--- src/hdl/bpc_pkg.sv ---
// ----------------------------------------------------------------------------
// bpc_pkg
// Types, constants and helpers shared by the box polygon clipper modules.
// ----------------------------------------------------------------------------
package bpc_pkg;

  localparam int POS_W     = 24;  // position component, Q15.8
  localparam int NRM_W     = 16;  // normal component, Q1.14
  localparam int AX_W      = 48;  // three Q1.14 axis components
  localparam int SL_W      = 64;  // two Q23.8 slab bounds
  localparam int CIDX_W    = 3;   // config register index
  localparam int VCNT_W    = 5;   // vertex count, 0 to 31
  localparam int MIN_VERTS = 3;   // smallest well-formed polygon
  localparam int QDEPTH    = 4;   // front to back queue entries
  localparam int PROD_W    = 40;  // axis times position
  localparam int DIST_W    = 49;  // plane distance, Q.22
  localparam int REM_W     = 50;  // divider remainder and divisor
  localparam int T_W       = 16;  // crossing fraction, Q0.16
  localparam int CMP_W     = 25;  // widened component for interpolation
  localparam int LP_W      = CMP_W + T_W + 1;
  localparam int NCOMP     = 6;   // components per vertex
  localparam int NPLANES   = 6;
  localparam int BND_SH    = 14;  // bound scale to Q.22

  typedef logic signed [POS_W-1:0] pos_t;
  typedef logic signed [NRM_W-1:0] nrm_t;

  typedef struct packed {
    pos_t px;
    pos_t py;
    pos_t pz;
    nrm_t nx;
    nrm_t ny;
    nrm_t nz;
  } vtx_t;

  localparam int VTX_W = 3 * POS_W + 3 * NRM_W;

  // one classified input transaction
  typedef struct packed {
    vtx_t              vtx;
    logic              keep;
    logic              last;
    logic              bad;
    logic [VCNT_W-1:0] cnt;
  } qent_t;

  typedef struct packed {
    logic [2:0][AX_W-1:0] axis;
    logic [2:0][SL_W-1:0] slab;
  } cfg_t;

  typedef enum logic [1:0] {
    ST_VTX       = 2'd0,
    ST_CLIPPED   = 2'd1,
    ST_MALFORMED = 2'd2
  } status_t;

  typedef enum logic [CIDX_W-1:0] {
    REG_TAN_AXIS = 3'd0,
    REG_NRM_AXIS = 3'd1,
    REG_BIN_AXIS = 3'd2,
    REG_TAN_SLAB = 3'd3,
    REG_NRM_SLAB = 3'd4,
    REG_BIN_SLAB = 3'd5
  } reg_idx_t;

  typedef enum logic [3:0] {
    B_IDLE,
    B_FRD,
    B_FMUL,
    B_FSUM,
    B_DEC,
    B_DIV,
    B_LERP,
    B_WRX,
    B_WRC,
    B_MARK,
    B_ERD,
    B_ELD
  } bstate_t;

  typedef enum logic [1:0] {
    PH_CNT,
    PH_PREV,
    PH_WALK
  } phase_t;

  // component j of a vertex, sign extended
  function automatic logic signed [CMP_W-1:0] vtx_comp(vtx_t v, logic [2:0] j);
    logic signed [CMP_W-1:0] c;
    case (j)
      3'd0:    c = CMP_W'(v.px);
      3'd1:    c = CMP_W'(v.py);
      3'd2:    c = CMP_W'(v.pz);
      3'd3:    c = CMP_W'(v.nx);
      3'd4:    c = CMP_W'(v.ny);
      3'd5:    c = CMP_W'(v.nz);
      default: c = '0;
    endcase
    return c;
  endfunction

  // replace component j of a vertex
  function automatic vtx_t vtx_set(vtx_t v, logic [2:0] j, logic [CMP_W-1:0] val);
    vtx_t r;
    r = v;
    case (j)
      3'd0:    r.px = val[POS_W-1:0];
      3'd1:    r.py = val[POS_W-1:0];
      3'd2:    r.pz = val[POS_W-1:0];
      3'd3:    r.nx = val[NRM_W-1:0];
      3'd4:    r.ny = val[NRM_W-1:0];
      3'd5:    r.nz = val[NRM_W-1:0];
      default: r = v;
    endcase
    return r;
  endfunction

endpackage

--- src/hdl/bpc_queue.sv ---
// ----------------------------------------------------------------------------
// bpc_queue
// Short FIFO of classified vertex transactions between front and back.
// ----------------------------------------------------------------------------
module bpc_queue (
  input  logic           clk,
  input  logic           rst_n,
  input  logic           push,
  input  bpc_pkg::qent_t push_ent,
  output logic           full,
  input  logic           pop,
  output logic           head_valid,
  output bpc_pkg::qent_t head
);
  import bpc_pkg::*;

  localparam int QA = $clog2(QDEPTH);

  qent_t         mem_r [QDEPTH];
  logic [QA-1:0] wp_r, rp_r;
  logic [QA:0]   cnt_r;
  logic          do_push, do_pop;

  assign full       = cnt_r == (QA+1)'(QDEPTH);
  assign head_valid = cnt_r != '0;
  assign head       = mem_r[rp_r];
  assign do_push    = push && !full;
  assign do_pop     = pop && head_valid;

  // storage
  always_ff @(posedge clk) begin
    if (do_push) begin
      mem_r[wp_r] <= push_ent;
    end
  end

  // pointers and fill level
  always_ff @(posedge clk) begin
    if (!rst_n) begin
      wp_r  <= '0;
      rp_r  <= '0;
      cnt_r <= '0;
    end else begin
      if (do_push) wp_r <= wp_r + 1'b1;
      if (do_pop)  rp_r <= rp_r + 1'b1;
      cnt_r <= cnt_r + (QA+1)'(do_push) - (QA+1)'(do_pop);
    end
  end

endmodule

--- config.mk ---
export PLATFORM = sky130hd
export DESIGN_NAME = bpc_queue
export DESIGN_NICKNAME = d
export VERILOG_FILES = /design/src/hdl/bpc_pkg.sv /design/src/hdl/bpc_queue.sv
export SDC_FILE = /design/constraint.sdc
export NUM_CORES = 1
export LEC_CHECK = 0
export BUFFER_PORTS_ARGS = -buffer_cell sky130_fd_sc_hd__buf_2
export CORE_UTILIZATION = 27
export DETAILED_ROUTE_END_ITERATION = 10
export HOLD_SLACK_MARGIN = 0.03
export PLACE_DENSITY = 0.48
export REMOVE_ABC_BUFFERS = 1
export SYNTH_ARGS = -nofsm -noshare
export SYNTH_HDL_FRONTEND = slang
export SYNTH_SLANG_ARGS = --single-unit
--- constraint.sdc ---
create_clock -name clk -period 13.65 [get_ports clk]
set_input_delay 0.6825 -clock clk [delete_from_list [all_inputs] [get_ports clk]]
set_output_delay 0.6825 -clock clk [all_outputs]
set_load 0.05 [all_outputs]
==> impl_metrics.toml, run 1 <==
[die]
initial_utilization_pct = 27.2
die_w_um = 268
coreArea_um2 = 69900
die_h_um = 268
die_area_um2 = 71600
ios = 262
num_rows = 97

[yosys]
syn_avg_cell_area_um2 = 26.6
syn-cell-area_um2 = 19000
synth_area_leaders = "edfxtp_1, mux4_2, buf_12"
synth_edf_count = 512
yosys_warnings = 0
synth_cell_types = 19
seq_area_frac_synth_pct = 81.7
synth_top_area_share_pct = 80.7
synth-async-reset-ratio_pct = 0
ys.flop_type = "edfxtp_1"
yosysMostFrequentCell = "edfxtp_1"
yosys.area.top_type = "edfxtp_1"
ys_ff_latch = 521
synth_common_cells = "edfxtp_1, mux4_2, buf_2"
netlist_instances = 716

[power]
p_per_area_nw_per_um2 = 213
switchingPower_mw = 1.66
intPower_mw = 3.29
p_seq_share_pct = 40.4
netSwitchingFraction_pct = 33.5
clkPwrFrac_pct = 31.4
p_leak_nw = 7.61
ir_drop_uv = 104
pwr-share-comb_pct = 28.2

[worst_setup_path]
worstSetupPathType = "reg2out"
cp-end-kind = "primary output"
path_common_cell = "buf_4"
max_stage_delay_ns = 0.73
arrival_ns = 3.57
critPathLaunchType = "flip-flop"
slowest_stage = "buf_4"
critPathMaxFanout = 39
worstPathCellList = "buf_4, buf_4, mux4_2, buf_2"
cp_data_required_time_ns = 12.97

[global_routing]
antenna_found_initial = 15
grt_pass1_wl_um = 59400
first_global_vias = 9312
grt_max_degree = 53
grt_usage_pct = 11.2
grt-ovfl-total = 0

[clock_tree]
cts_tree = "done"
cts_resized = 0
cts_hold_buf = 0
clock-root-buffer = "clkbuf_16"
cts_sinks = 521
htreeDepth = 2
clock_latency_ns = 0.59
path_clk_slew_ns = 0.06
cts_buffers = 57
clockBufferDepth = 3
cts_setup_buffers = 0

[timing]
maxSlewViolCount = 0
fin_crit_sh_pct = 31.2
fin_crit_ns = 4.25
worst_slew_pin_slew_ns = 0.896
final-hold-violation-count = 0
clock_skew_ns = 0.0171
maxSlewHeadroom_pct = 40.2
final.setup.worst_slack_ns = 9.40
setup_viol = 0
fmax_ghz = 0.235
setup-tns-final_ns = 0
rsz0062_at_grt = "no"

[route]
dr_total_vias = 8489
met2WireLength_um = 19700
wl_met3_um = 3660
drtAntennaViolNets = 0
via_per_inst = 4.23
wirelength_met1_um = 15900
avgRoutedWirePerCell_um = 20.1
drc_errors = 0
wirelength_um = 40400
drtIter0Drc = 534
top_layer = "met5"
first_pass_iters = 6

[placement]
finalWeightedCongestion = 0.683
place_ws_ns = 9.79
port_buffers = 261
place_area_um2 = 21300
dp_hpwl_um = 23300
dp_cells = 1900

[cells_and_area]
stdcell_count = 2009
drive_gt1_share_pct = 46.2
final_nets = 1158
fin_area_um2 = 23200
ff_latch_area_um2 = 15600
multi_input_area_um2 = 3160
syn_to_final_growth_pct = 22.0
fillers = 6685

[status]
outcome = "completed"

[job]
max_cap_viol_count = 0

[worst_hold_path]
hold_path.class = "in2reg"
[stage by stage]
stage               power [mW]  utilization (%)  hold WS, ns
floorplan                 3.14                -        0.468
global placement          3.46             30.5        0.490
detailed placement        3.47             30.5        0.501
CTS                       5.05             33.2        0.241
global route              5.16             33.2        0.256
finish                    4.94             33.2        0.296
[state kept, by name, indices dropped and copies added, names as in the netlist, named ones only]
name   cells
rp_r       2
cnt_r      3
wp_r       2
mem_r    512
[area by class of cell]
class                      count  share of cell area (%)
sequential                   521                    67.0
multi-input combinational    160                    13.6
clock buffer                  71                    6.55
timing repair buffer         274                    6.04
tap                          940                    5.06
clock inverter                35                    1.65
inverter                       5                  0.0808
antenna                        3                  0.0323
[power groups by stage]
stage | Sequential, mW | Clock, mW | Combinational [mW]
2_1_floorplan | 2.10 | 0 | 1.04
3_3_place_gp | 2.03 | 0 | 1.43
3_5_place_dp | 2.03 | 0 | 1.43
4_1_cts | 2.00 | 1.61 | 1.44
5_1_grt | 2.01 | 1.66 | 1.48
6_report | 1.99 | 1.55 | 1.40
[worst paths after layout]
path,startpoint,endpoint,slack (ns),depth (start not counted)
max,flip-flop,head[98],9.40,4
min,push_ent[111],mem_r[3][111],0.30,1
max reg2reg,cnt_r[1],mem_r[1][44],10.74,4
min reg2reg,wp_r[1],wp_r[1],0.51,2
[kinds of logic (layout without fill, tap and decap cells)]
| kind of cell | after synthesis | count (layout) | synth area share (%) |
|---|---|---|---|
| xor+xnor | 4 | 4 | 0.184 |
| mux | 130 | 130 | 15.2 |
| other cells | 0 | 3 | 0 |
| buf+inv | 35 | 385 | 1.79 |
| compound gates | 2 | 2 | 0.0920 |
| simple gates | 17 | 17 | 0.539 |
| flops | 521 | 521 | 81.7 |
| fa+ha+maj | 7 | 7 | 0.499 |
[per-layer routing]
metal  track usage [%]  up-vias
met5                 0        -
met4              3.44       26
met3              4.94       88
met2              18.2      225
met1              13.4     4442
li1                  -     3708
[critical path, delay by kind of cell, from the launching register on]
family / cells / cell delay, ns
mux: 1 / 0.60
buf+inv: 3 / 1.69
flops: 1 / 0.61
[cells in the final DEF, fill, tap and decap left out]
master / Yosys / routed
dfxtp_4: 0 / 2
diode_2: 0 / 3
edfxtp_1: 512 / 512
nor2b_1: 4 / 4
ha_1: 6 / 6
or3_1: 1 / 1
inv_1: 5 / 5
clkinvlp_4: 0 / 2
mux4_2: 128 / 128
nor3b_2: 1 / 1
clkbuf_1: 3 / 12
mux2i_1: 2 / 2
clkinv_4: 0 / 1
dfxtp_1: 9 / 7
o311ai_1: 1 / 1
buf_2: 13 / 261
and2_4: 0 / 4
clkbuf_16: 0 / 59
buf_4: 0 / 13
nand2_1: 4 / 4
xnor2_1: 4 / 4
o31a_1: 1 / 1
inv_6: 0 / 3
clkinv_1: 0 / 10
fa_1: 1 / 1
clkinv_2: 0 / 11
and2_1: 7 / 3
bufinv_16: 0 / 8
Power figures use the tool's default switching activity.
==> inputs of run 2 (changes only) <==
Settings changed: PLACE_DENSITY 0.48 to 0.49.
Clock period 13.65 ns to 3.5 ns, I/O delays scaled along.
==> run 2 against run 1 <==
  * Combinational power grew to 4.1 times the previous value
  * Sequential cell count is the same
  * Routed wire length grew 1.2%
  * Sequential power grew to 3.9 times the previous value
  * Hold slack lost 0.22 ns
  * Count of clock-buffer cells in the layout grew 5
==> impl_metrics.toml, run 2 (synthesized netlist as in run 1, its figures left out) <==
[status]
outcome = "completed"

[worst_setup_path]
r2r-start = "cnt_r[1]"
critPathMaxFanout = 32
endpoint = "head[113]"
critPathLaunchType = "flip-flop"
worstSetupPathType = "reg2out"
arrival_ns = 2.52
cp-end-kind = "primary output"
r2r_end = "cnt_r[2]"
cp_data_required_time_ns = 3.32
rrSetupSlack_ns = 0.84
rr_worst_depth = 11

[power]
total_power_mw = 19.1
switchingPower_mw = 6.54
p_seq_share_pct = 40.9
ir_drop_uv = 487
p_leak_nw = 8.20
intPower_mw = 12.6
pwr-share-comb_pct = 29.9
p_per_area_nw_per_um2 = 775
netSwitchingFraction_pct = 34.3
clkPwrFrac_pct = 29.2

[cells_and_area]
final_cell_mix = "edfxtp_1, buf_2, dlygate4sd3_1, mux4_2, clkbuf_16"
syn_to_final_growth_pct = 29.4
largest_register = "mem_r"
fin_area_um2 = 24600
n_antenna_cell = 0
final_common_cell = "edfxtp_1"
drive_gt1_share_pct = 41.7
stdcell_count = 2152
post-route-util_pct = 35.3
largest_register_ffs = 512
reg_top3 = "mem_r (512), cnt_r (3)"
fillers = 6614
final_nets = 1307

[global_routing]
grt_pass1_wl_um = 60400
grt_max_degree = 53
grt_usage_pct = 11.3
antenna_found_initial = 2
first_global_vias = 9851
grt-ovfl-total = 0

[route]
drtIter0Drc = 564
drc_errors = 0
avgRoutedWirePerCell_um = 19.0
wirelength_um = 40900
first_pass_iters = 4
dr_total_vias = 9099
via_per_inst = 4.23
drtAntennaViolNets = 0

[clock_tree]
cts_buffers = 58
clockBufferDepth = 3
path_clk_slew_ns = 0.06
cts_resized = 0
cts_setup_buffers = 0
cts_sinks = 521
cts_hold_buf = 130
cts_tree = "done"
clock_latency_ns = 0.60
clock-root-buffer = "clkbuf_16"
htreeDepth = 2

[timing]
final-hold-violation-count = 0
setup-tns-final_ns = 0
fin_crit_ns = 2.70
rsz0062_at_grt = "no"
worst_slew_pin_slew_ns = 0.862
final.setup.worst_slack_ns = 0.804
fmax_ghz = 0.371
maxSlewViolCount = 0
setup_viol = 0
clock_skew_ns = 0.0222
fin_crit_sh_pct = 77.0
maxSlewHeadroom_pct = 42.6
hold_ws_ns = 0.0776

[placement]
finalWeightedCongestion = 0.686
dp_cells = 1918
port_buffers = 261
place_ws_ns = 0.866
place_area_um2 = 21600
dp_hpwl_um = 23900

[die]
die_w_um = 268
initial_utilization_pct = 27.2
coreArea_um2 = 69900
die_area_um2 = 71600
ios = 262
die_h_um = 268
num_rows = 97

[worst_hold_path]
min_from = "pop"
hold_path.class = "in2reg"
min_path_cells = 4

[job]
max_cap_viol_count = 0
==> run 2: changes by cell type in the layout (fill, tap and decap cells not counted), sizes merged <==
| cell | delta |
|---|---|
| dlygate4sd3 | +130 |
| buf | +18 |
| bufinv | -7 |
| clkbuf | +5 |
| diode | -3 |
==> run 2: metal layers <==
metal / up-vias / part of all wire [%] / routed length, µm / GRT usage [%]
met5: - / 0.066 / 27 / 0
met4: 4 / 2.4 / 975 / 3.58
met3: 82 / 6.0 / 2450 / 3.25
met2: 200 / 48 / 19400 / 18.0
met1: 4805 / 44 / 18000 / 14.8
li1: 4008 / - / - / -
==> run 2: layout make-up <==
type                       instances  area [µm²]  area share (%)
tap                              940        1180            4.77
clock buffer                      76        1560            6.33
timing repair buffer             422        2990            12.1
clock inverter                    28         173           0.701
multi-input combinational        160        3160            12.8
inverter                           5        18.8          0.0762
sequential                       521       15600            63.1
==> run 2: power groups by stage <==
stage / combinational (mW) / clock (mW) / sequential, mW
finish: 5.72 / 5.58 / 7.81
detailed placement: 5.71 / 0 / 7.96
CTS: 5.84 / 5.79 / 7.83
floorplan: 3.92 / 0 / 8.17
global route: 6.02 / 5.99 / 7.88
global placement: 5.70 / 0 / 7.93
==> run 2: how the worst min path moves through the flow <==
stage          slack [ns]      endpoint
5_1_grt              0.07     flip-flop
4_1_cts              0.04     flip-flop
2_1_floorplan        0.27   mem_r[0][0]
3_3_place_gp         0.39   mem_r[0][2]
6_report             0.08     flip-flop
3_5_place_dp         0.39  mem_r[3][68]
==> run 2: critical path, stage by stage, from the launching register on <==
cell	delay (ns)
dfxtp_4	0.68
buf_12	0.34
mux4_2	0.59
buf_2	0.24
==> inputs of run 3 (changes only) <==
Settings changed: PLACE_DENSITY 0.49 to 0.48.
Clock period 3.5 ns to 2.6 ns, I/O delays scaled along.
==> run 3 against run 2 <==
  * Clock power increased by 41%
  * Largest cell class unchanged
  * Critical endpoint is now head[121]
  * Die area unchanged
  * Clock skew down 0.013 ns
  * Hold slack gained 0.032 ns
  * Non-clock buffer count is 11 higher
  * Highest routed layer unchanged
  * Sequential cell count stayed put
  * First-iteration DRC count fell by 15%
==> impl_metrics.toml, run 3 (synthesized netlist as in run 1, its figures left out) <==
[status]
outcome = "completed"

[placement]
finalWeightedCongestion = 0.704
dp_cells = 1928
port_buffers = 261
dp_hpwl_um = 24600

[worst_setup_path]
critPathBufInv = 3
critPathLaunchType = "flip-flop"
worstSetupPathType = "reg2out"
cp-end-kind = "primary output"
worstPathCellList = "buf_12, buf_12, mux4_2, buf_2"
slowest_stage = "mux4_2"
critPathMaxFanout = 16
path_common_cell = "buf_12"
path_delay_family = "buffers and inverters"
max_stage_delay_ns = 0.53
cp_data_required_time_ns = 2.47
arrival_ns = 2.33

[global_routing]
antenna_found_initial = 5
grt_pass1_wl_um = 60200
grt_max_degree = 59
grt_usage_pct = 11.2
first_global_vias = 9771
grt-ovfl-total = 0

[power]
clkPwrFrac_pct = 29.9
ir_drop_uv = 785
p_leak_nw = 8.34
p_seq_share_pct = 39.5
p_per_area_nw_per_um2 = 1050
netSwitchingFraction_pct = 33.3
intPower_mw = 17.5
switchingPower_mw = 8.77
pwr-share-comb_pct = 30.6

[clock_tree]
path_clk_slew_ns = 0.06
cts_hold_buf = 131
clock-root-buffer = "clkbuf_16"
htreeDepth = 2
clockBufferDepth = 3
cts_buffers = 57
cts_sinks = 521
cts_resized = 0
cts_tree = "done"
cts_setup_buffers = 0
clock_latency_ns = 0.58

[timing]
fin_crit_sh_pct = 94.6
worst_slew_pin_slew_ns = 0.498
setup_viol = 0
clock_skew_ns = 0.00884
fin_crit_ns = 2.46
rsz0062_at_grt = "no"
maxSlewHeadroom_pct = 66.3
final-hold-violation-count = 0
maxSlewViolCount = 0
setup-tns-final_ns = 0
fmax_ghz = 0.406

[route]
avgRoutedWirePerCell_um = 18.8
wirelength_um = 40700
drc_errors = 0
dr_total_vias = 8991
first_pass_iters = 4
via_per_inst = 4.15
drtIter0Drc = 480
drtAntennaViolNets = 0

[die]
ios = 262
die_area_um2 = 71600
coreArea_um2 = 69900
num_rows = 97
initial_utilization_pct = 27.2
die_h_um = 268
die_w_um = 268

[job]
max_cap_viol_count = 0

[cells_and_area]
final_nets = 1317
final_cell_mix = "edfxtp_1, buf_2, dlygate4sd3_1, mux4_2, clkbuf_16"
reg_top3 = "mem_r (512), cnt_r (3)"
largest_register = "mem_r"
fillers = 6567
stdcell_count = 2166
largest_register_ffs = 512
drive_gt1_share_pct = 42.1
syn_to_final_growth_pct = 31.2
final_common_cell = "edfxtp_1"

[worst_hold_path]
hold_path.class = "in2reg"
-- run 3: changes by cell type in the layout (fill, tap and decap cells not counted) --
cell,previous run,this run
clkinvlp_4,2,3
clkinv_4,1,0
diode_2,0,3
dlygate4sd3_1,130,131
buf_4,19,15
clkbuf_1,15,16
clkbuf_16,59,57
inv_6,3,1
bufinv_16,1,7
clkinv_2,11,10
buf_12,12,26
clkbuf_8,2,0
-- run 3: power groups by stage --
stage	Clock, mW	Combinational [mW]	Sequential, mW
global route	8.44	8.51	10.5
CTS	8.15	8.25	10.4
finish	7.86	8.04	10.4
detailed placement	0	8.06	10.6
floorplan	0	4.67	10.9
global placement	0	8.06	10.6
-- run 3: tightest hold or removal path, stage by stage --
cell and delay [ns]:
buf_2 0.10, nor2b_1 0.14, buf_4 0.16, mux2i_1 0.11
-- run 3: per-layer routing --
layer / share of wire (%) / vias up / global-route usage (%)
met3: 6.2 / 64 / 3.33
met4: 2.1 / 4 / 3.18
li1: - / 4031 / -
met1: 43 / 4681 / 14.6
met2: 49 / 211 / 18.2
met5: 0.064 / - / 0
-- run 3: final timing paths --
| kind | endpoint | slack (ns) | from | depth (start not counted) |
|---|---|---|---|---|
| min | wp_r[1] | 0.11 | push | 4 |
| max | head[121] | 0.14 | flip-flop | 4 |
| min reg2reg | wp_r[1] | 0.50 | wp_r[1] | 2 |
| max reg2reg | cnt_r[2] | 0.36 | cnt_r[1] | 11 |
-- run 3: metrics by stage --
stage | setup slack [ns] | power [mW] | hold slack [ns] | instance area, µm² | util, %
6_report | 0.140 | 26.3 | 0.109 | 25000 | 35.8
5_1_grt | 0.00240 | 27.4 | 0.0866 | 25000 | 35.8
4_1_cts | 0.0332 | 26.8 | 0.0541 | 25000 | 35.7
3_5_place_dp | 0.332 | 18.6 | 0.347 | 21900 | 31.3
3_3_place_gp | 0.390 | 18.6 | 0.342 | 21900 | 31.3
2_1_floorplan | -3.73 | 15.6 | 0.229 | 18700 | -
-- run 3: area by class of cell --
class,count,area (µm²),area share (%)
antenna,3,7.51,0.0300
clock buffer,73,1490,5.95
clock inverter,31,329,1.32
inverter,5,18.8,0.0751
multi-input combinational,160,3160,12.7
sequential,521,15600,62.3
tap,940,1180,4.71
timing repair buffer,433,3250,13.0
