### src/hdl/bpc_pkg.sv
// ----------------------------------------------------------------------------
// bpc_pkg
// Types, constants and helpers shared by the box polygon clipper modules.
// ----------------------------------------------------------------------------
package bpc_pkg;

  localparam int POS_W     = 24;  // position component, Q15.8
  localparam int NRM_W     = 16;  // normal component, Q1.14
  localparam int AX_W      = 48;  // three Q1.14 axis components
  localparam int SL_W      = 64;  // two Q23.8 slab bounds
  localparam int CIDX_W    = 3;   // config register index
  localparam int VCNT_W    = 5;   // vertex count, 0 to 31
  localparam int MIN_VERTS = 3;   // smallest well-formed polygon
  localparam int QDEPTH    = 4;   // front to back queue entries
  localparam int PROD_W    = 40;  // axis times position
  localparam int DIST_W    = 49;  // plane distance, Q.22
  localparam int REM_W     = 50;  // divider remainder and divisor
  localparam int T_W       = 16;  // crossing fraction, Q0.16
  localparam int CMP_W     = 25;  // widened component for interpolation
  localparam int LP_W      = CMP_W + T_W + 1;
  localparam int NCOMP     = 6;   // components per vertex
  localparam int NPLANES   = 6;
  localparam int BND_SH    = 14;  // bound scale to Q.22

  typedef logic signed [POS_W-1:0] pos_t;
  typedef logic signed [NRM_W-1:0] nrm_t;

  typedef struct packed {
    pos_t px;
    pos_t py;
    pos_t pz;
    nrm_t nx;
    nrm_t ny;
    nrm_t nz;
  } vtx_t;

  localparam int VTX_W = 3 * POS_W + 3 * NRM_W;

  // one classified input transaction
  typedef struct packed {
    vtx_t              vtx;
    logic              keep;
    logic              last;
    logic              bad;
    logic [VCNT_W-1:0] cnt;
  } qent_t;

  typedef struct packed {
    logic [2:0][AX_W-1:0] axis;
    logic [2:0][SL_W-1:0] slab;
  } cfg_t;

  typedef enum logic [1:0] {
    ST_VTX       = 2'd0,
    ST_CLIPPED   = 2'd1,
    ST_MALFORMED = 2'd2
  } status_t;

  typedef enum logic [CIDX_W-1:0] {
    REG_TAN_AXIS = 3'd0,
    REG_NRM_AXIS = 3'd1,
    REG_BIN_AXIS = 3'd2,
    REG_TAN_SLAB = 3'd3,
    REG_NRM_SLAB = 3'd4,
    REG_BIN_SLAB = 3'd5
  } reg_idx_t;

  typedef enum logic [3:0] {
    B_IDLE,
    B_FRD,
    B_FMUL,
    B_FSUM,
    B_DEC,
    B_DIV,
    B_LERP,
    B_WRX,
    B_WRC,
    B_MARK,
    B_ERD,
    B_ELD
  } bstate_t;

  typedef enum logic [1:0] {
    PH_CNT,
    PH_PREV,
    PH_WALK
  } phase_t;

  // component j of a vertex, sign extended
  function automatic logic signed [CMP_W-1:0] vtx_comp(vtx_t v, logic [2:0] j);
    logic signed [CMP_W-1:0] c;
    case (j)
      3'd0:    c = CMP_W'(v.px);
      3'd1:    c = CMP_W'(v.py);
      3'd2:    c = CMP_W'(v.pz);
      3'd3:    c = CMP_W'(v.nx);
      3'd4:    c = CMP_W'(v.ny);
      3'd5:    c = CMP_W'(v.nz);
      default: c = '0;
    endcase
    return c;
  endfunction

  // replace component j of a vertex
  function automatic vtx_t vtx_set(vtx_t v, logic [2:0] j, logic [CMP_W-1:0] val);
    vtx_t r;
    r = v;
    case (j)
      3'd0:    r.px = val[POS_W-1:0];
      3'd1:    r.py = val[POS_W-1:0];
      3'd2:    r.pz = val[POS_W-1:0];
      3'd3:    r.nx = val[NRM_W-1:0];
      3'd4:    r.ny = val[NRM_W-1:0];
      3'd5:    r.nz = val[NRM_W-1:0];
      default: r = v;
    endcase
    return r;
  endfunction

endpackage

### src/hdl/bpc_ifs.sv
// ----------------------------------------------------------------------------
// bpc channel interfaces
// Valid/ready channels for vertices in, clipped vertices out and config.
// ----------------------------------------------------------------------------
interface bpc_in_if;
  logic        valid;
  logic        ready;
  bpc_pkg::pos_t in_px;
  bpc_pkg::pos_t in_py;
  bpc_pkg::pos_t in_pz;
  bpc_pkg::nrm_t in_nx;
  bpc_pkg::nrm_t in_ny;
  bpc_pkg::nrm_t in_nz;
  logic        in_last;
  modport source (output valid, in_px, in_py, in_pz, in_nx, in_ny, in_nz, in_last,
                  input ready);
  modport sink (input valid, in_px, in_py, in_pz, in_nx, in_ny, in_nz, in_last,
                output ready);
endinterface


### src/hdl/bpc_front.sv
// ----------------------------------------------------------------------------
// bpc_front
// Takes input vertices, counts them and tags each transaction for the back.
// ----------------------------------------------------------------------------
module bpc_front #(
  parameter int IN_VERTS = 3
) (
  input  logic            clk,
  input  logic            rst_n,
  bpc_in_if.sink          in_ch,
  output logic            push,
  output bpc_pkg::qent_t  ent,
  input  logic            full
);
  import bpc_pkg::*;

  logic [VCNT_W-1:0] cnt_r, cnt_nxt, cnt_after;
  logic              ovf_r, ovf_nxt, ovf_after;
  logic              keep;

  // classify the incoming vertex
  always_comb begin
    keep      = cnt_r < VCNT_W'(IN_VERTS);
    cnt_after = keep ? cnt_r + 1'b1 : cnt_r;
    ovf_after = ovf_r || !keep;
  end

  assign in_ch.ready = !full;
  assign push        = in_ch.valid && !full;

  always_comb begin
    ent.vtx.px = in_ch.in_px;
    ent.vtx.py = in_ch.in_py;
    ent.vtx.pz = in_ch.in_pz;
    ent.vtx.nx = in_ch.in_nx;
    ent.vtx.ny = in_ch.in_ny;
    ent.vtx.nz = in_ch.in_nz;
    ent.keep   = keep;
    ent.last   = in_ch.in_last;
    ent.bad    = ovf_after || (cnt_after < VCNT_W'(MIN_VERTS));
    ent.cnt    = cnt_after;
  end

  // count and overflow restart after the final vertex
  always_comb begin
    cnt_nxt = cnt_r;
    ovf_nxt = ovf_r;
    if (push) begin
      cnt_nxt = in_ch.in_last ? '0 : cnt_after;
      ovf_nxt = in_ch.in_last ? 1'b0 : ovf_after;
    end
  end

  always_ff @(posedge clk) begin
    if (!rst_n) begin
      cnt_r <= '0;
      ovf_r <= 1'b0;
    end else begin
      cnt_r <= cnt_nxt;
      ovf_r <= ovf_nxt;
    end
  end

endmodule

### src/flat_wrapper.sv
// flat-port wrapper written by rule: the top's interface ports become plain ports
module bpc_front_flat import bpc_pkg::*;
#(
  parameter int IN_VERTS = 3
)
  (clk, rst_n, push, ent, full, in_ch_valid, in_ch_in_px, in_ch_in_py, in_ch_in_pz, in_ch_in_nx, in_ch_in_ny, in_ch_in_nz, in_ch_in_last, in_ch_ready);
  bpc_in_if in_ch_i ();
  input  logic clk;
  input  logic rst_n;
  output logic push;
  output bpc_pkg::qent_t ent;
  input  logic full;
  input wire logic [$bits(in_ch_i.valid)-1:0] in_ch_valid;
  input wire logic [$bits(in_ch_i.in_px)-1:0] in_ch_in_px;
  input wire logic [$bits(in_ch_i.in_py)-1:0] in_ch_in_py;
  input wire logic [$bits(in_ch_i.in_pz)-1:0] in_ch_in_pz;
  input wire logic [$bits(in_ch_i.in_nx)-1:0] in_ch_in_nx;
  input wire logic [$bits(in_ch_i.in_ny)-1:0] in_ch_in_ny;
  input wire logic [$bits(in_ch_i.in_nz)-1:0] in_ch_in_nz;
  input wire logic [$bits(in_ch_i.in_last)-1:0] in_ch_in_last;
  output wire logic [$bits(in_ch_i.ready)-1:0] in_ch_ready;
  assign in_ch_i.valid = in_ch_valid;
  assign in_ch_i.in_px = in_ch_in_px;
  assign in_ch_i.in_py = in_ch_in_py;
  assign in_ch_i.in_pz = in_ch_in_pz;
  assign in_ch_i.in_nx = in_ch_in_nx;
  assign in_ch_i.in_ny = in_ch_in_ny;
  assign in_ch_i.in_nz = in_ch_in_nz;
  assign in_ch_i.in_last = in_ch_in_last;
  assign in_ch_ready = in_ch_i.ready;
  bpc_front #(.IN_VERTS(IN_VERTS)) u_core (.clk(clk), .rst_n(rst_n), .in_ch(in_ch_i), .push(push), .ent(ent), .full(full));
endmodule
### config.mk
export PLATFORM = sky130hd
export DESIGN_NAME = bpc_front_flat
export DESIGN_NICKNAME = d
export VERILOG_FILES = /design/src/hdl/bpc_pkg.sv /design/src/hdl/bpc_ifs.sv /design/src/hdl/bpc_front.sv /design/src/flat_wrapper.sv
export SDC_FILE = /design/constraint.sdc
export NUM_CORES = 1
export LEC_CHECK = 0
export BUFFER_PORTS_ARGS = -buffer_cell sky130_fd_sc_hd__buf_2
export CAP_MARGIN = 20
export CORE_AREA = 5 5 95 97
export DETAILED_ROUTE_END_ITERATION = 8
export DIE_AREA = 0 0 100 102
export PLACE_DENSITY = 0.57
export SLEW_MARGIN = 15
export SYNTH_ARGS = -nofsm -noshare
export SYNTH_HDL_FRONTEND = slang
export SYNTH_SLANG_ARGS = --single-unit
### constraint.sdc
create_clock -name clk -period 2.2 [get_ports clk]
set_input_delay 0.33 -clock clk [delete_from_list [all_inputs] [get_ports clk]]
set_output_delay 0.33 -clock clk [all_outputs]
set_load 0.03 [all_outputs]
==> results of run 1 <==
[flip-flops by register name (all words and copies together) (netlist names)]
signal,count
u_core.ovf_r,1
u_core.cnt_r,5
[cell families after synthesis]
group	count (synthesis)
buffers and inverters	127
and+or+nand+nor	17
AOI/OAI and AO/OA	13
DFF	6
adders and majority gates	1
[Yosys cell counts]
cell type / number
sky130_fd_sc_hd__a21boi_0: 1
sky130_fd_sc_hd__a21o_1: 1
sky130_fd_sc_hd__a21oi_1: 4
sky130_fd_sc_hd__a22o_1: 1
sky130_fd_sc_hd__a32oi_1: 1
sky130_fd_sc_hd__a41oi_1: 1
sky130_fd_sc_hd__and2_1: 2
sky130_fd_sc_hd__buf_4: 122
sky130_fd_sc_hd__clkbuf_1: 2
sky130_fd_sc_hd__dfxtp_1: 6
sky130_fd_sc_hd__ha_1: 1
sky130_fd_sc_hd__inv_1: 3
sky130_fd_sc_hd__nand2_1: 2
sky130_fd_sc_hd__nand2b_1: 2
sky130_fd_sc_hd__nand3_1: 1
sky130_fd_sc_hd__nor2_1: 5
sky130_fd_sc_hd__nor2b_1: 2
sky130_fd_sc_hd__nor3_2: 1
sky130_fd_sc_hd__o21a_1: 1
sky130_fd_sc_hd__o21ai_1: 1
sky130_fd_sc_hd__o221a_2: 1
sky130_fd_sc_hd__o22ai_1: 1
sky130_fd_sc_hd__or3_1: 1
sky130_fd_sc_hd__or4_4: 1
[worst reg2reg max path, delay by kind of cell, from the launching register on]
family,cells,cell delay [ns]
AO/OA/AOI/OAI,2,0.27
AND/OR/NAND/NOR,1,0.56
flip-flops,1,0.37
[routing by layer]
metal	global-route usage	vias to the layer above
met4	0.0819	0
li1	-	183
met1	0.0266	197
met3	0.0491	58
met2	0.0611	76
met5	0	-
[path summary, 6_finish.rpt]
kind | end | slack (ns) | depth (start not counted) | from
min | u_core.cnt_r[0] | 0.39 | 2 | rst_n
min reg2reg | u_core.ovf_r | 0.47 | 1 | u_core.ovf_r
max reg2reg | u_core.cnt_r[1] | 0.89 | 3 | u_core.cnt_r[0]
max | ent[1] | 0.35 | 3 | u_core.cnt_r[0]
[final cells by class]
cell class	count	area, µm²	area share
inverter	3	11.3	0.0196
tap	105	131	0.229
clock buffer	3	41.3	0.0719
sequential	6	120	0.209
timing repair buffer	14	70.1	0.122
multi-input combinational	31	200	0.349
[through the flow]
step | total power [W] | area [µm²]
4_1_cts | 0.000331 | 574
6_report | 0.000324 | 574
5_1_grt | 0.000338 | 574
3_5_place_dp | 0.000165 | 533
2_1_floorplan | 0.000558 | 1250
3_3_place_gp | 0.000165 | 533
[power breakdown]
group / internal, W / total, W / switching [W]
registers: 0.000111 / 0.000114 / 0.00000311
clock network: 0.000117 / 0.000161 / 0.0000437
logic: 0.0000179 / 0.0000486 / 0.0000307
total: 0.000246 / 0.000324 / 0.0000775
==> tab_implementation.tex, run 1 <==
\begin{tabular}{lr}
\hline
Metric & Value \\
\hline
\multicolumn{2}{l}{\textbf{Critical path}} \\
Crit Path Category & reg -> out \\
Largest fanout on the critical path & 8 \\
Top cell family by delay on the critical path & simple AND/OR/NAND/NOR gates \\
Worst path required time & 1.87 ns \\
Buf/Inv on CP & 1 \\
Crit-path max cell delay & 0.56 ns \\
Type of destination of the critical path & output port \\
Element type at the critical path start & flop \\
CP max stage cell & sky130\_fd\_sc\_hd\_\_or4\_4 \\
Arrival time worst endpoint & 1.52 ns \\
Worst path cell trace & or4\_4 -> a22o\_1 -> buf\_2 \\
\multicolumn{2}{l}{\textbf{Synthesis}} \\
Compound-cell area share of the yosys netlist & 0.0728 \\
Proportion of synthesized chip area in sequential cells & 0.0957 \\
Simple logic cell fraction of the synthesized area & 0.0768 \\
Distinct cell type count of the synthesized netlist & 24 \\
Multiplexer share of the synthesized area & 0 \\
Post-Synth XOR/XNOR Area & 0 \\
Mean area per synthesized cell & 7.65 µm² \\
Nets in the synthesized netlist & 290 \\
Synthesized instance count & 164 \\
Fraction of synthesized cell area taken by the top area cell type & 0.730 \\
Post-synthesis register bit count & 6 \\
Top cells by area, synth & sky130\_fd\_sc\_hd\_\_buf\_4 73\%, sky130\_fd\_sc\_hd\_\_dfxtp\_1 9.6\%, sky130\_fd\_sc\_hd\_\_a21oi\_1 1.6\% \\
Main combinational cell family by area after synthesis & buffers and inverters \\
Combined area of all synthesized cells & 1250 µm² \\
Share of synthesized cell area in full adder, half adder and majority cells & 0.00997 \\
Area leader, netlist & sky130\_fd\_sc\_hd\_\_buf\_4 \\
Number of warning messages in the yosys log & 0 \\
\multicolumn{2}{l}{\textbf{Timing}} \\
Worst path setup slack after routing & 0.354 ns \\
Setup repair after global routing missed its margin & no \\
Worst slew margin & 0.744 \\
Setup total negative slack & 0 ns \\
Post-route fraction of the period consumed by the critical path & 0.839 \\
Hold violation total from the final report & 0 \\
Worst hold slack & 0.391 ns \\
Worst clock skew & 0.00213 ns \\
Post-layout minimum cycle time & 1.85 ns \\
Total setup violations reported at the end of the flow & 0 \\
Maximum clock frequency & 542 MHz \\
Max Slew Vio Count & 0 \\
Slew at the pin closest to its max-slew limit & 0.382 ns \\
\multicolumn{2}{l}{\textbf{Finish}} \\
Non-filler instance count after layout & 162 \\
Fraction of final layout cells sized beyond drive strength 1 & 0.351 \\
Ant diodes & 0 \\
Most frequent standard cell in the layout excluding fill and tap cells & sky130\_fd\_sc\_hd\_\_buf\_2 \\
Commonest cells after routing, fill and taps aside & 14 x sky130\_fd\_sc\_hd\_\_buf\_2, 6 x sky130\_fd\_sc\_hd\_\_dfxtp\_1, 5 x sky130\_fd\_sc\_hd\_\_nor2\_1, 4 x sky130\_fd\_sc\_hd\_\_a21oi\_1 \\
Final Util & 0.0713 \\
Area delta synth->final & -54.2\% \\
Number of filler instances in the final layout & 933 \\
Nets@finish & 185 \\
\multicolumn{2}{l}{\textbf{Detailed routing}} \\
Detailed-route wire length per cell & 15.5 µm \\
Uppermost metal layer occupied by signal nets & met4 \\
Routed via count & 514 \\
Total Wirelength & 2.52 mm \\
Detailed-route vias per instance & 3.17 \\
Post-detailed-route count of antenna-violating nets & 0 \\
Remaining design rule violation count & 0 \\
Detailed-route wire length on metal 1 & 526 µm \\
Iteration-0 DRC count of the detailed router & 15 \\
First-pass iteration count of the detailed router & 4 \\
Metal2 WL & 1.02 mm \\
Met3 wire length & 552 µm \\
\multicolumn{2}{l}{\textbf{Place}} \\
Pre-CTS setup slack & 0.578 ns \\
Total instance count after detailed placement & 159 \\
Estimated wirelength of the detail-placed design & 2.13 mm \\
Global placer's final weighted congestion & 0.710 \\
Number of I/O port buffers & 14 \\
\multicolumn{2}{l}{\textbf{Clocking}} \\
Number of H-tree levels & 1 \\
CTS root buf & sky130\_fd\_sc\_hd\_\_clkbuf\_8 \\
Hold-fix buffer count after cts & 0 \\
Register clock-pin slew on the reported worst setup and hold paths & 0.04 ns \\
\# clock sinks & 6 \\
Maximum buffer depth of the clock tree & 2 \\
Clock Latency Late Sink & 0.22 ns \\
Clock tree from TritonCTS & built \\
Number of buffers added by the clock tree synthesis step & 3 \\
Post-CTS setup buffer count & 0 \\
Post-CTS Resized & 0 \\
\multicolumn{2}{l}{\textbf{Floorplanning}} \\
Core region area & 8050 µm² \\
Die Wd & 100 µm \\
Effective utilization at floorplan & 0.156 \\
I/O pin count & 255 \\
Die ar. & 10200 µm² \\
Row cnt & 33 \\
Die Y & 102 µm \\
\multicolumn{2}{l}{\textbf{Job}} \\
Count of maximum capacitance violations & 0 \\
\multicolumn{2}{l}{\textbf{Global route}} \\
Vias in the first global route & 553 \\
Global-route congestion overflow total & 0 \\
Number of antenna violations at the first check in global routing & 0 \\
Wire length of the first global-routing pass & 3.45 mm \\
Total routing usage reported by global routing & 0.0476 \\
Largest net degree at the start of global routing & 9 \\
\multicolumn{2}{l}{\textbf{Hold path}} \\
HP Class & in -> reg \\
\multicolumn{2}{l}{\textbf{Power and ir drop}} \\
Worst vdd rail ir drop & 0.0922 mV \\
Leakage & 0.223 nW \\
Total power per unit cell area & 564 nW/µm² \\
\multicolumn{2}{l}{\textbf{Run status}} \\
Result of the run & complete, no violations \\
\hline
\end{tabular}
(Power assumes the default switching activity.)
==> inputs of run 2 (changes only) <==
- PLACE_DENSITY: 0.57 -> 0.59
- clock period: 2.2 -> 1.6 ns (I/O delays scaled with it)
==> run 2 against run 1 <==
- the flow now finishes with violations (negative setup slack)
- critical path depth unchanged
- cell count increased by 4.3%
- sequential power increased by 33%
- clock skew increased by 0.0042 ns
- flip-flop and latch count unchanged
- first-iteration DRC count decreased by 60%
- highest routed layer unchanged
==> tab_implementation.tex, run 2 (synthesized netlist as in run 1, its figures left out) <==
\begin{tabular}{lr}
\hline
Metric & Value \\
\hline
\multicolumn{2}{l}{\textbf{Run status}} \\
Result of the run & finished, violations left \\
Violations in the final reports & negative setup slack \\
\multicolumn{2}{l}{\textbf{Power and ir drop}} \\
Switching power as a share of total power & 0.253 (+0.0135) \\
Internal power consumption & 0.000347 W (+41\%) \\
Total design power & 0.000464 W (+43\%) \\
Clock power frac & 0.491 (-0.006) \\
Part of the total power dissipated in sequential elements & 0.327 (-0.026) \\
Net switching component of the power & 0.000117 W (+52\%) \\
Worst vdd rail ir drop & 0.143 mV (+55\%) \\
Leakage & 0.280 nW (+25\%) \\
Total power per unit cell area & 667 nW/µm² (+18\%) \\
Share of power burned in combinational logic & 0.182 (+0.032) \\
\multicolumn{2}{l}{\textbf{Floorplanning}} \\
Row cnt & 33 (unchanged) \\
Core region area & 8050 µm² (unchanged) \\
Die Wd & 100 µm (unchanged) \\
I/O pin count & 255 (unchanged) \\
Die Y & 102 µm (unchanged) \\
Effective utilization at floorplan & 0.156 (unchanged) \\
Die ar. & 10200 µm² (unchanged) \\
\multicolumn{2}{l}{\textbf{Detailed routing}} \\
Detailed-route wire length per cell & 17.2 µm (+11\%) \\
Post-detailed-route count of antenna-violating nets & 0 (unchanged) \\
Total Wirelength & 2.91 mm (+16\%) \\
Iteration-0 DRC count of the detailed router & 6 (-9) \\
Routed via count & 546 (+6.2\%) \\
First-pass iteration count of the detailed router & 4 (unchanged) \\
Remaining design rule violation count & 0 (unchanged) \\
Detailed-route vias per instance & 3.23 (+1.8\%) \\
\multicolumn{2}{l}{\textbf{Finish}} \\
Nets@finish & 192 (+3.8\%) \\
Finished Cell Area & 696 µm² (+21\%) \\
Flip-flop count of the largest register after layout & 5 (unchanged) \\
Fraction of final layout cells sized beyond drive strength 1 & 0.547 (+0.196) \\
Largest registers ranked by flip-flop count & u\_core.cnt\_r x5, u\_core.ovf\_r x1 \\
Area delta synth->final & -44.6\% \\
Ant diodes & 0 (unchanged) \\
Final Util & 0.0864 (+0.0151) \\
Register with the highest flop count & u\_core.cnt\_r \\
Commonest cells after routing, fill and taps aside & 9 x sky130\_fd\_sc\_hd\_\_buf\_2, 6 x sky130\_fd\_sc\_hd\_\_buf\_4, 5 x sky130\_fd\_sc\_hd\_\_buf\_6, 4 x sky130\_fd\_sc\_hd\_\_nor2\_1 \\
Most frequent standard cell in the layout excluding fill and tap cells & sky130\_fd\_sc\_hd\_\_buf\_2 \\
Number of filler instances in the final layout & 943 (+1.1\%) \\
\multicolumn{2}{l}{\textbf{Clocking}} \\
Clock Latency Late Sink & 0.22 ns (about the same) \\
Maximum buffer depth of the clock tree & 2 (unchanged) \\
CTS root buf & sky130\_fd\_sc\_hd\_\_clkbuf\_8 \\
Register clock-pin slew on the reported worst setup and hold paths & 0.04 ns (about the same) \\
Number of buffers added by the clock tree synthesis step & 3 (unchanged) \\
Hold-fix buffer count after cts & 0 (unchanged) \\
\# clock sinks & 6 (unchanged) \\
Clock tree from TritonCTS & built \\
Number of H-tree levels & 1 (unchanged) \\
\multicolumn{2}{l}{\textbf{Critical path}} \\
Top cell family by delay on the critical path & simple AND/OR/NAND/NOR gates \\
Buf/Inv on CP & 1 (unchanged) \\
Capture instance of the worst register-to-register path & u\_core.cnt\_r[0] \\
R2R setup slack & 0.33 ns (-0.56 ns) \\
CP max stage cell & sky130\_fd\_sc\_hd\_\_or4\_4 \\
Number of cells on the critical path & 3 (unchanged) \\
Crit-path max cell delay & 0.53 ns (-0.03 ns) \\
Worst Reg-to-Reg Cells & 5 (+2) \\
Type of destination of the critical path & output port \\
Startpoint of the most critical register-to-register path & u\_core.cnt\_r[4] \\
Worst path required time & 1.36 ns (-0.51 ns) \\
Arrival time worst endpoint & 1.44 ns (-0.08 ns) \\
Element type at the critical path start & flop \\
Crit Path Category & reg -> out \\
Largest fanout on the critical path & 4 (-4) \\
Worst path cell trace & or4\_4 -> a22o\_1 -> buf\_6 \\
\multicolumn{2}{l}{\textbf{Place}} \\
Number of I/O port buffers & 14 (unchanged) \\
Pre-CTS setup slack & 0.0843 ns (-0.494 ns) \\
Global placer's final weighted congestion & 0.684 (-3.7\%) \\
Total placed instance area & 571 µm² (+7.0\%) \\
Estimated wirelength of the detail-placed design & 2.43 mm (+14\%) \\
\multicolumn{2}{l}{\textbf{Hold path}} \\
WHS Path Cells & 2 (unchanged) \\
HP Class & in -> reg \\
Start point of the worst hold path & rst\_n \\
WHS Endpoint & u\_core.cnt\_r[0] \\
\multicolumn{2}{l}{\textbf{Global route}} \\
Total routing usage reported by global routing & 0.0562 (+0.00855) \\
Global-route congestion overflow total & 0 (unchanged) \\
Number of antenna violations at the first check in global routing & 0 (unchanged) \\
Vias in the first global route & 595 (+7.6\%) \\
Largest net degree at the start of global routing & 8 (-1) \\
Wire length of the first global-routing pass & 3.93 mm (+14\%) \\
\multicolumn{2}{l}{\textbf{Timing}} \\
Slew at the pin closest to its max-slew limit & 0.333 ns (-0.0493 ns) \\
Setup repair after global routing missed its margin & yes \\
Worst clock skew & 0.00631 ns (+0.00418 ns) \\
Post-route fraction of the period consumed by the critical path & 1.05 \\
Hold violation total from the final report & 0 (unchanged) \\
Max Slew Vio Count & 0 (unchanged) \\
Total setup violations reported at the end of the flow & 3 (+3) \\
Worst slew margin & 0.776 (+0.0323) \\
Worst path setup slack after routing & -0.0799 ns (-0.434 ns) \\
Post-layout minimum cycle time & 1.68 ns \\
Maximum clock frequency & 595 MHz \\
\multicolumn{2}{l}{\textbf{Job}} \\
Count of maximum capacitance violations & 0 (unchanged) \\
\hline
\end{tabular}
==> run 2: power groups by stage <==
stage                      logic, W  clock network (W)  registers (W)
after CTS                 0.0000835           0.000240       0.000153
after floorplan            0.000609                  0       0.000158
after global routing      0.0000922           0.000249       0.000152
final                     0.0000844           0.000228       0.000152
after global placement    0.0000738                  0       0.000157
after detailed placement  0.0000745                  0       0.000157
==> run 2: worst register-to-register path, stage by stage, from the launching register on <==
cell and delay (ns):
sky130_fd_sc_hd__dfxtp_4 0.34, sky130_fd_sc_hd__buf_4 0.14, sky130_fd_sc_hd__nor3_4 0.20, sky130_fd_sc_hd__buf_4 0.16, sky130_fd_sc_hd__a21oi_1 0.06, sky130_fd_sc_hd__o221a_2 0.25
==> run 2: worst max-delay path by stage <==
| stage | startpoint | endpoint | slack [ns] |
|---|---|---|---|
| CTS | u_core.cnt_r[0] | ent[1] | -0.09 |
| floorplan | u_core.cnt_r[4] | ent[0] | 0.18 |
| detailed placement | u_core.cnt_r[4] | ent[2] | 0.08 |
| global placement | u_core.cnt_r[4] | ent[2] | 0.12 |
| finish | u_core.cnt_r[0] | ent[1] | -0.08 |
| global route | u_core.cnt_r[0] | ent[1] | -0.12 |
==> run 2: final cells by class <==
class | instances | area (µm²) | area share
Timing Repair Buffer | 21 | 154 | 0.221
Clock buffer | 3 | 41.3 | 0.0594
Multi-Input combinational cell | 31 | 229 | 0.329
Inverter | 3 | 11.3 | 0.0162
Sequential cell | 6 | 129 | 0.185
Tap cell | 105 | 131 | 0.189
==> run 2: what timing repair did <==
| action | CTS | global route |
|---|---|---|
| pin swaps | 1 | 1 |
| buffers inserted | 1 | 1 |
| endpoints found under the hold margin | 0 | 0 |
| setup endpoints to repair | 4 | 4 |
| resized for setup | 16 | 6 |
==> run 2: routing by layer <==
metal,global-route usage,vias to the layer above,share of wire
li1,-,193,-
met1,0.0262,207,0.18
met2,0.0770,82,0.42
met3,0.0710,64,0.27
met4,0.0798,0,0.14
met5,0,-,0
==> run 2: through the flow <==
stage | std cells | TNS, ns | hold slack, ns
3_3_place_gp | 164 | 0 | 0.466
5_1_grt | 169 | -0.283 | 0.300
3_5_place_dp | 164 | 0 | 0.466
4_1_cts | 168 | -0.126 | 0.293
6_report | 169 | -0.123 | 0.299
2_1_floorplan | 164 | 0 | 0.386
